===== config.mk =====
export PLATFORM = sky130hd
export DESIGN_NAME = tile_geometry_command_classifier
export DESIGN_NICKNAME = d
export VERILOG_FILES = /design/src/sv/tgcc_pkg.sv /design/src/sv/tgcc_step.sv /design/src/sv/tile_geometry_command_classifier.sv
export SDC_FILE = /design/constraint.sdc
export NUM_CORES = 2
export LEC_CHECK = 0
export BUFFER_PORTS_ARGS = -buffer_cell sky130_fd_sc_hd__buf_4
export CAP_MARGIN = 25
export CORE_UTILIZATION = 59
export CTS_CLUSTER_DIAMETER = 80
export DETAILED_ROUTE_END_ITERATION = 10
export PLACE_DENSITY = 0.8
export SYNTH_ARGS = -nofsm -noshare
export SYNTH_HDL_FRONTEND = slang
export SYNTH_SLANG_ARGS = --single-unit

===== constraint.sdc =====
create_clock -name i_clk -period 11 [get_ports i_clk]
set_input_delay 0.55 -clock i_clk [delete_from_list [all_inputs] [get_ports i_clk]]
set_output_delay 0.55 -clock i_clk [all_outputs]
set_load 0.02 [all_outputs]

===== src/sv/tgcc_pkg.sv =====
// tgcc_pkg: shared widths, command/result beat structs, codes and the cleared
// feature state for the tile geometry command classifier.
// No dependencies; imported by tgcc_step and tile_geometry_command_classifier.
package tgcc_pkg;

    // widths
    localparam int COORD_BITS  = 16;
    localparam int AREA_BITS   = 48;
    localparam int EXT_BITS    = 15;
    localparam int RES_AREA_W  = 48;
    localparam int PROD_W      = 2 * COORD_BITS;
    localparam int CMP_W       = (COORD_BITS > EXT_BITS ? COORD_BITS : EXT_BITS) + 1;

    // tile extent after reset
    localparam logic [EXT_BITS-1:0] EXTENT_RESET = EXT_BITS'(4096);

    // command codes
    localparam logic [1:0] ACT_MOVETO    = 2'd0;
    localparam logic [1:0] ACT_LINETO    = 2'd1;
    localparam logic [1:0] ACT_CLOSE     = 2'd2;
    localparam logic [1:0] ACT_CLOSE_ALT = 2'd3;

    // geometry types
    localparam logic [1:0] GEOM_UNKNOWN = 2'd0;
    localparam logic [1:0] GEOM_POINT   = 2'd1;
    localparam logic [1:0] GEOM_LINE    = 2'd2;
    localparam logic [1:0] GEOM_POLYGON = 2'd3;

    // feature kinds
    localparam logic [2:0] KIND_POINT        = 3'd0;
    localparam logic [2:0] KIND_MULTIPOINT   = 3'd1;
    localparam logic [2:0] KIND_LINE         = 3'd2;
    localparam logic [2:0] KIND_MULTILINE    = 3'd3;
    localparam logic [2:0] KIND_POLYGON      = 3'd4;
    localparam logic [2:0] KIND_MULTIPOLYGON = 3'd5;
    localparam logic [2:0] KIND_EMPTY        = 3'd6;

    // error codes
    localparam logic [1:0] ERR_NONE        = 2'd0;
    localparam logic [1:0] ERR_UNCLOSED    = 2'd1;
    localparam logic [1:0] ERR_INNER_FIRST = 2'd2;

    // edge flag bit positions
    localparam int FLAG_WEST  = 0;
    localparam int FLAG_EAST  = 1;
    localparam int FLAG_NORTH = 2;
    localparam int FLAG_SOUTH = 3;

    // saturation point of the small counters
    localparam logic [1:0] CNT_SAT = 2'd2;

    // one command beat
    typedef struct packed {
        logic [1:0]                   action;
        logic [1:0]                   geom_type;
        logic signed [COORD_BITS-1:0] x;
        logic signed [COORD_BITS-1:0] y;
        logic                         last;
    } t_cmd;

    // one result beat
    typedef struct packed {
        logic [3:0]                   vertex_flags;
        logic [3:0]                   feature_flags;
        logic                         ring_done;
        logic signed [RES_AREA_W-1:0] ring_double_area;
        logic                         ring_is_outer;
        logic                         new_polygon;
        logic [2:0]                   feature_kind;
        logic [1:0]                   error_code;
        logic                         result_last;
    } t_res;

    // per-feature state
    typedef struct packed {
        logic signed [COORD_BITS-1:0] first_x;
        logic signed [COORD_BITS-1:0] first_y;
        logic signed [COORD_BITS-1:0] prev_x;
        logic signed [COORD_BITS-1:0] prev_y;
        logic [AREA_BITS-1:0]         area;
        logic [1:0]                   ring_count;
        logic [1:0]                   outer_count;
        logic [1:0]                   moveto_count;
        logic [1:0]                   command_count;
        logic [3:0]                   flags;
        logic                         prev_close;
        logic [1:0]                   err;
    } t_state;

    // state at reset and after the last command of a feature
    localparam t_state ST_CLEAR = '{prev_close: 1'b1, default: '0};

endpackage


===== src/sv/tgcc_step.sv =====
// tgcc_step: combinational update for one command beat: edge flags, shoelace
// cross product and accumulate, ring classification, errors and feature kind.
// Depends on tgcc_pkg.
module tgcc_step
    import tgcc_pkg::*;
(
    input  t_state              i_state,
    input  t_cmd                i_cmd,
    input  logic [EXT_BITS-1:0] i_extent,
    output t_state              o_state,
    output t_res                o_res
);

    // flags of a vertex against the tile box
    function automatic logic [3:0] edge_flags(
        input logic signed [COORD_BITS-1:0] vx,
        input logic signed [COORD_BITS-1:0] vy,
        input logic [EXT_BITS-1:0]          ext
    );
        logic signed [CMP_W-1:0] xs;
        logic signed [CMP_W-1:0] ys;
        logic signed [CMP_W-1:0] es;
        logic [3:0]              f;
        xs = CMP_W'(vx);
        ys = CMP_W'(vy);
        es = $signed(CMP_W'(ext));
        f  = '0;
        if (vx[COORD_BITS-1]) begin
            f[FLAG_WEST] = 1'b1;
        end else if (xs >= es) begin
            f[FLAG_EAST] = 1'b1;
        end
        if (vy[COORD_BITS-1]) begin
            f[FLAG_NORTH] = 1'b1;
        end else if (ys >= es) begin
            f[FLAG_SOUTH] = 1'b1;
        end
        return f;
    endfunction

    function automatic logic [1:0] sat_inc(input logic [1:0] c);
        return (c >= CNT_SAT) ? CNT_SAT : c + 2'd1;
    endfunction

    logic [1:0]                   act;
    logic                         is_close;
    logic signed [COORD_BITS-1:0] vx;
    logic signed [COORD_BITS-1:0] vy;
    logic signed [COORD_BITS-1:0] bx;
    logic signed [COORD_BITS-1:0] by;
    logic signed [PROD_W-1:0]     prod_p;
    logic signed [PROD_W-1:0]     prod_q;
    logic [AREA_BITS-1:0]         p_ext;
    logic [AREA_BITS-1:0]         q_ext;
    logic [AREA_BITS-1:0]         area_sum;
    logic [3:0]                   vtx_flags;

    // closepath aliases and the (0,0) vertex it stands for
    assign act      = (i_cmd.action == ACT_CLOSE_ALT) ? ACT_CLOSE : i_cmd.action;
    assign is_close = (act == ACT_CLOSE);
    assign vx       = is_close ? '0 : i_cmd.x;
    assign vy       = is_close ? '0 : i_cmd.y;

    // cross product of the previous vertex with the new one, or the ring start
    assign bx       = (act == ACT_LINETO) ? i_cmd.x : i_state.first_x;
    assign by       = (act == ACT_LINETO) ? i_cmd.y : i_state.first_y;
    assign prod_p   = i_state.prev_x * by;
    assign prod_q   = i_state.prev_y * bx;
    assign p_ext    = AREA_BITS'(prod_p);
    assign q_ext    = AREA_BITS'(prod_q);
    assign area_sum = i_state.area + p_ext - q_ext;

    assign vtx_flags = edge_flags(vx, vy, i_extent);

    // state update and result
    always_comb begin
        t_state st;
        t_res   res;
        logic   first_ring;
        logic   nonneg;
        st         = i_state;
        res        = '0;
        first_ring = (i_state.ring_count == 2'd1);
        nonneg     = ~area_sum[AREA_BITS-1];

        case (i_cmd.geom_type) inside
            GEOM_POINT, GEOM_LINE: begin
                res.vertex_flags = vtx_flags;
                st.command_count = sat_inc(i_state.command_count);
                if (act == ACT_MOVETO) begin
                    st.moveto_count = sat_inc(i_state.moveto_count);
                end
            end
            GEOM_POLYGON: begin
                if (act == ACT_MOVETO) begin
                    if (!i_state.prev_close) begin
                        st.err = ERR_UNCLOSED;
                    end
                    st.ring_count    = sat_inc(i_state.ring_count);
                    st.area          = '0;
                    st.first_x       = i_cmd.x;
                    st.first_y       = i_cmd.y;
                    st.prev_x        = i_cmd.x;
                    st.prev_y        = i_cmd.y;
                    res.vertex_flags = vtx_flags;
                end else if (i_state.ring_count != 2'd0 && act == ACT_LINETO) begin
                    st.area          = area_sum;
                    st.prev_x        = i_cmd.x;
                    st.prev_y        = i_cmd.y;
                    res.vertex_flags = vtx_flags;
                end else if (i_state.ring_count != 2'd0) begin
                    st.area   = area_sum;
                    st.prev_x = i_state.first_x;
                    st.prev_y = i_state.first_y;
                    // ring report, not for a repeated closepath
                    if (!i_state.prev_close) begin
                        res.ring_done        = 1'b1;
                        res.ring_double_area = RES_AREA_W'(area_sum);
                        res.ring_is_outer    = nonneg | first_ring;
                        res.new_polygon      = nonneg & ~first_ring;
                        if (first_ring && !nonneg && st.err == ERR_NONE) begin
                            st.err = ERR_INNER_FIRST;
                        end
                        if (nonneg || first_ring) begin
                            st.outer_count = sat_inc(i_state.outer_count);
                        end
                    end
                end
                st.prev_close = is_close;
                if (i_cmd.last && !is_close) begin
                    st.err = ERR_UNCLOSED;
                end
            end
            default: begin
            end
        endcase

        st.flags = st.flags | res.vertex_flags;

        // feature kind on the last command
        if (i_cmd.last) begin
            case (i_cmd.geom_type)
                GEOM_POINT:   res.feature_kind = (st.command_count == 2'd1) ?
                                                 KIND_POINT : KIND_MULTIPOINT;
                GEOM_LINE:    res.feature_kind = (st.moveto_count < CNT_SAT) ?
                                                 KIND_LINE : KIND_MULTILINE;
                GEOM_POLYGON: res.feature_kind = (st.ring_count == 2'd0) ? KIND_EMPTY :
                                                 (st.outer_count > 2'd1) ?
                                                 KIND_MULTIPOLYGON : KIND_POLYGON;
                default:      res.feature_kind = KIND_EMPTY;
            endcase
        end

        res.feature_flags = (i_cmd.geom_type == GEOM_UNKNOWN) ? 4'd0 : st.flags;
        res.error_code    = st.err;
        res.result_last   = i_cmd.last;

        o_res   = res;
        o_state = i_cmd.last ? ST_CLEAR : st;
    end

endmodule


===== src/sv/tile_geometry_command_classifier.sv =====
// tile_geometry_command_classifier: top level; command input register, feature
// state, tile extent register and result register around tgcc_step.
// Depends on tgcc_pkg and tgcc_step.
//
//  channel  | direction | handshake               | beat
//  ---------+-----------+-------------------------+--------------------------
//  command  | in        | i_in_valid / o_in_ready | t_cmd, one geometry command
//  result   | out       | o_out_valid/i_out_ready | t_res, one per command
//  config   | in        | i_cfg_valid/o_cfg_ready | tile extent, 15 bits
//
// One command per cycle while the result side accepts; a result is offered once its
// command has passed the input register, then the result register, with the cross
// product and 48-bit accumulate in tgcc_step combinational between the two.
// Synchronous reset restores extent 4096 and the cleared feature state.
// A stalled result holds in the result register while the next command waits
// in the input register; ready falls only when both are full and stalled.
module tile_geometry_command_classifier
    import tgcc_pkg::*;
(
    input  logic                i_clk,
    input  logic                i_rst_n,
    input  logic                i_in_valid,
    output logic                o_in_ready,
    input  t_cmd                i_in_data,
    output logic                o_out_valid,
    input  logic                i_out_ready,
    output t_res                o_out_data,
    input  logic                i_cfg_valid,
    output logic                o_cfg_ready,
    input  logic [EXT_BITS-1:0] i_cfg_data
);

    logic                r_in_vld;
    logic                n_in_vld;
    t_cmd                r_in;
    logic                r_out_vld;
    logic                n_out_vld;
    t_res                r_out;
    t_res                n_out;
    t_state              r_state;
    t_state              n_state;
    logic [EXT_BITS-1:0] r_extent;
    logic                advance;
    logic                in_take;

    // pipeline handshake
    assign advance    = r_in_vld & (~r_out_vld | i_out_ready);
    assign o_in_ready = ~r_in_vld | advance;
    assign in_take    = i_in_valid & o_in_ready;
    assign n_in_vld   = in_take | (r_in_vld & ~advance);
    assign n_out_vld  = advance | (r_out_vld & ~i_out_ready);

    assign o_cfg_ready = 1'b1;
    assign o_out_valid = r_out_vld;
    assign o_out_data  = r_out;

    // per-command update
    tgcc_step u_step (
        .i_state  (r_state),
        .i_cmd    (r_in),
        .i_extent (r_extent),
        .o_state  (n_state),
        .o_res    (n_out)
    );

    // control and feature state
    always_ff @(posedge i_clk) begin
        if (!i_rst_n) begin
            r_in_vld  <= 1'b0;
            r_out_vld <= 1'b0;
            r_state   <= ST_CLEAR;
            r_extent  <= EXTENT_RESET;
        end else begin
            r_in_vld  <= n_in_vld;
            r_out_vld <= n_out_vld;
            if (advance) begin
                r_state <= n_state;
            end
            if (i_cfg_valid) begin
                r_extent <= i_cfg_data;
            end
        end
    end

    // payload registers
    always_ff @(posedge i_clk) begin
        if (in_take) begin
            r_in <= i_in_data;
        end
        if (advance) begin
            r_out <= n_out;
        end
    end

    // held command is not lost while the result side stalls
    a_in_hold: assert property (@(posedge i_clk) disable iff (!i_rst_n)
        r_in_vld && !advance |=> r_in_vld && $stable(r_in))
        else $error("held command changed while stalled");

    // feature state is cleared after the last command
    a_clear: assert property (@(posedge i_clk) disable iff (!i_rst_n)
        advance && r_in.last |=> r_state == ST_CLEAR)
        else $error("feature state not cleared after last command");

    // ring fields are zero unless a ring is reported
    a_ring_zero: assert property (@(posedge i_clk) disable iff (!i_rst_n)
        o_out_valid && !o_out_data.ring_done |->
            o_out_data.ring_double_area == '0 && !o_out_data.ring_is_outer &&
            !o_out_data.new_polygon)
        else $error("ring fields set without ring");

    // a new polygon part is always an outer ring
    a_new_outer: assert property (@(posedge i_clk) disable iff (!i_rst_n)
        o_out_valid && o_out_data.new_polygon |-> o_out_data.ring_is_outer)
        else $error("new polygon on inner ring");

    // kind only on the last result
    a_kind_last: assert property (@(posedge i_clk) disable iff (!i_rst_n)
        o_out_valid && !o_out_data.result_last |-> o_out_data.feature_kind == KIND_POINT)
        else $error("feature kind outside last result");

endmodule

==> impl_metrics.toml <==
[finish]
num_antenna_cells = 0
fillerInstances = 4375
postLayoutCellArea_um2 = 36700
syn2layout_area_growth_pct = 9.67
drive_gt1_share_pct = 9.19
final_core_util_pct = 66.0
fin_nets = 4640
seqCellArea_um2 = 5950
multi_input_area_um2 = 24700

[critical_path]
slowest_stage = "fa_1"
crit_path_start_kind = "flop"
slowest_delay_ns = 0.61
arrival_ns = 10.99
cp_max_fo = 11
cp-end-kind = "flop"
path_class = "reg2reg"
worstPathRequired_ns = 11.31
cpMostUsedCell = "fa_1"

[timing]
finClkSkew_ns = 0.0273
setup_viol_count_final = 0
finalHoldViolations = 0
fin_crit_ns = 10.68
relSlewSlack_pct = 35.3
tightestPinTransition_ns = 0.971
finalCritPeriodShare_pct = 97.1
fin_tns_setup_ns = 0
setup_slack_ns = 0.320
fmax_mhz = 93.6
maxSlewViolCount = 0

[yosys]
synth-edff-count = 102
ys_top_cells_by_area = "fa_1, ha_1, edfxtp_1"
synth_top_cell_by_area = "fa_1"
syn_area_um2 = 33500
ys.flop_type = "dfxtp_1"
ys_ff_latch = 246
ys_warn_count = 0
avgSynthCellArea_um2 = 9.13
ys_async_sr_fraction_pct = 0
syn_inst = 3667
syn-num-nets = 4542
synth_top_area_share_pct = 33.2
ys_types = 71
synth-seq-area-share_pct = 17.8

[placement]
numPortBuffers = 123
gp_congestion = 0.947
dp_worst_setup_slack_ns = -0.0117
place_area_um2 = 35400
hpwl_um = 65300

[floorplan]
core_um2 = 55600
die_width_um = 240
die_area_um2 = 57700
rows = 86
io_pins = 125
initial_core_util_pct = 60.2
die_h_um = 240

[routing]
ant_nets = 0
num_vias = 25100
wl_per_cell_um = 18.0
first_pass_iters = 8
vias_per_cell = 5.54
wirelength_um = 81700
drtIter0Drc = 2143
drc = 0

[clocking]
htree_levels = 1
clk_latency_ns = 0.57
cts_tree = "yes"
cts_hold_buf = 0
numCtsBuffers = 28
cts_max_path_buffers = 3
cts_sinks = 246
clkTransAtPathRegs_ns = 0.06
root_buffer = "clkbuf_16"

[power_and_ir_drop]
p_int_mw = 1.78
p_seq_share_pct = 39.1
clkPwrFrac_pct = 37.1
comb_power_share_pct = 23.7
p_per_area_nw_per_um2 = 69.4
p_leak_nw = 17.9
p_sw_mw = 0.774
ir_drop_mv = 0.167
power.share.switching_pct = 30.3
power_mw = 2.55

[global_routing]
antenna_found_initial = 0
grt_use_total_pct = 29.7
grt_start_max_net_pins = 77
grt_pass1_wl_um = 135000
grt_overflow_total = 0
grt_pass1_vias = 26100

[run]
drv_cap = 0

[min_path]
hold_path.class = "in2reg"

[run_status]
run_status = "finished clean"
-- critical path: cells and delay by family, from the launching register on --
kind	cells	cell delay, ns
compound gates	13	2.50
xor+xnor	3	0.66
fa+ha+maj	9	3.87
buf+inv	8	1.30
flops	1	0.43
mux	1	0.43
simple gates	7	1.20
-- cell usage after synthesis, types with 74 or more instances --
master,number
inv_1,705
fa_1,556
nand2_1,411
ha_1,262
a21oi_1,204
nor2_1,204
and2_1,184
dfxtp_1,144
clkbuf_1,129
nor2b_1,123
edfxtp_1,102
xnor2_1,75
o21ai_0,74
-- cell type report --
class                      instances  area share (%)
tap                              748            2.55
inverter                         706            7.24
multi-input combinational       2578            67.2
timing repair buffer             205            4.32
clock inverter                    12           0.334
sequential                       246            16.2
clock buffer                      40            2.20
-- layout by cell type, fill, tap and decap left out, types with 5 or more instances in the layout --
master / netlist / layout
inv_1: 705 / 702
fa_1: 556 / 552
nand2_1: 411 / 410
ha_1: 262 / 259
buf_4: 1 / 201
nor2_1: 204 / 200
a21oi_1: 204 / 200
and2_1: 184 / 184
dfxtp_1: 144 / 144
nor2b_1: 123 / 122
edfxtp_1: 102 / 102
xnor2_1: 75 / 72
a21o_1: 70 / 70
o21ai_0: 74 / 66
xor2_1: 54 / 52
nand3_1: 52 / 50
a22oi_1: 37 / 37
clkbuf_16: 0 / 30
nand2b_1: 27 / 27
o21a_1: 23 / 23
mux2i_1: 20 / 19
o21bai_1: 18 / 17
mux2_2: 29 / 16
nor3_1: 15 / 15
or2_2: 13 / 13
mux2_4: 0 / 13
and3_1: 12 / 11
o21ai_1: 8 / 10
a31oi_1: 10 / 10
nand4_1: 9 / 9
a211oi_1: 10 / 9
clkbuf_1: 129 / 7
clkinv_2: 0 / 6
or3_1: 5 / 5
o211ai_1: 5 / 5
a211o_1: 5 / 5
o31ai_1: 8 / 5
o21ai_2: 0 / 5
-- cells by family (layout without fill, tap and decap cells) --
| group | Yosys count | in the layout | share of synthesized area [%] |
|---|---|---|---|
| and+or+nand+nor | 1072 | 1072 | 15.3 |
| buffers and inverters | 843 | 963 | 9.46 |
| adders and majority gates | 818 | 818 | 43.0 |
| AOI/OAI and AO/OA | 508 | 508 | 9.46 |
| DFF | 246 | 246 | 17.8 |
| xor gates and xnor gates | 130 | 130 | 3.44 |
| muxes | 49 | 49 | 1.57 |
| other | 1 | 1 | 0.0112 |
-- final timing paths --
check / slack [ns] / endpoint / startpoint / cells past startpoint
setup / recovery: 0.32 / o_out_data[3] / r_in[36] / 41
hold / removal: 0.16 / r_in[34] / i_in_data[34] / 1
setup reg to reg: 0.32 / o_out_data[3] / r_in[36] / 41
hold reg to reg: 0.45 / r_state[30] / r_state[30] / 2
-- power groups by stage --
stage	combinational [mW]	sequential (mW)	clock, mW
floorplan	0.382	1.02	0
CTS	0.574	0.997	0.951
global route	0.659	0.999	0.988
finish	0.605	0.998	0.947
global placement	0.558	1.02	0
detailed placement	0.562	1.02	0
-- layer usage --
metal  up-vias  GRT usage, %  part of all wire [%]
li1      11600             -                     -
met4         0          6.83                   2.0
met1     12400          41.3                    42
met2       977          48.4                    47
met3       133          5.61                   8.8
met5         -             0                     0
-- metrics by stage --
step	cells	hold slack (ns)
after CTS	4520	0.142
after floorplan	3667	0.425
after global routing	4535	0.146
final	4535	0.157
after global placement	4467	0.436
after detailed placement	4467	0.448
-- timing repair --
item	4_1_cts	5_1_grt
buffers inserted	1	14
resized for setup	2	61
cloned	0	1
endpoints found under the setup margin	2	20
pin swaps	1	10
-- state kept, by name, summed over array words and instances, names as in the netlist --
name / cells
o_out_data: 65
o_out_valid: 1
r_extent: 15
r_in: 37
r_in_vld: 1
r_state: 127
(Power assumes the default switching activity.)
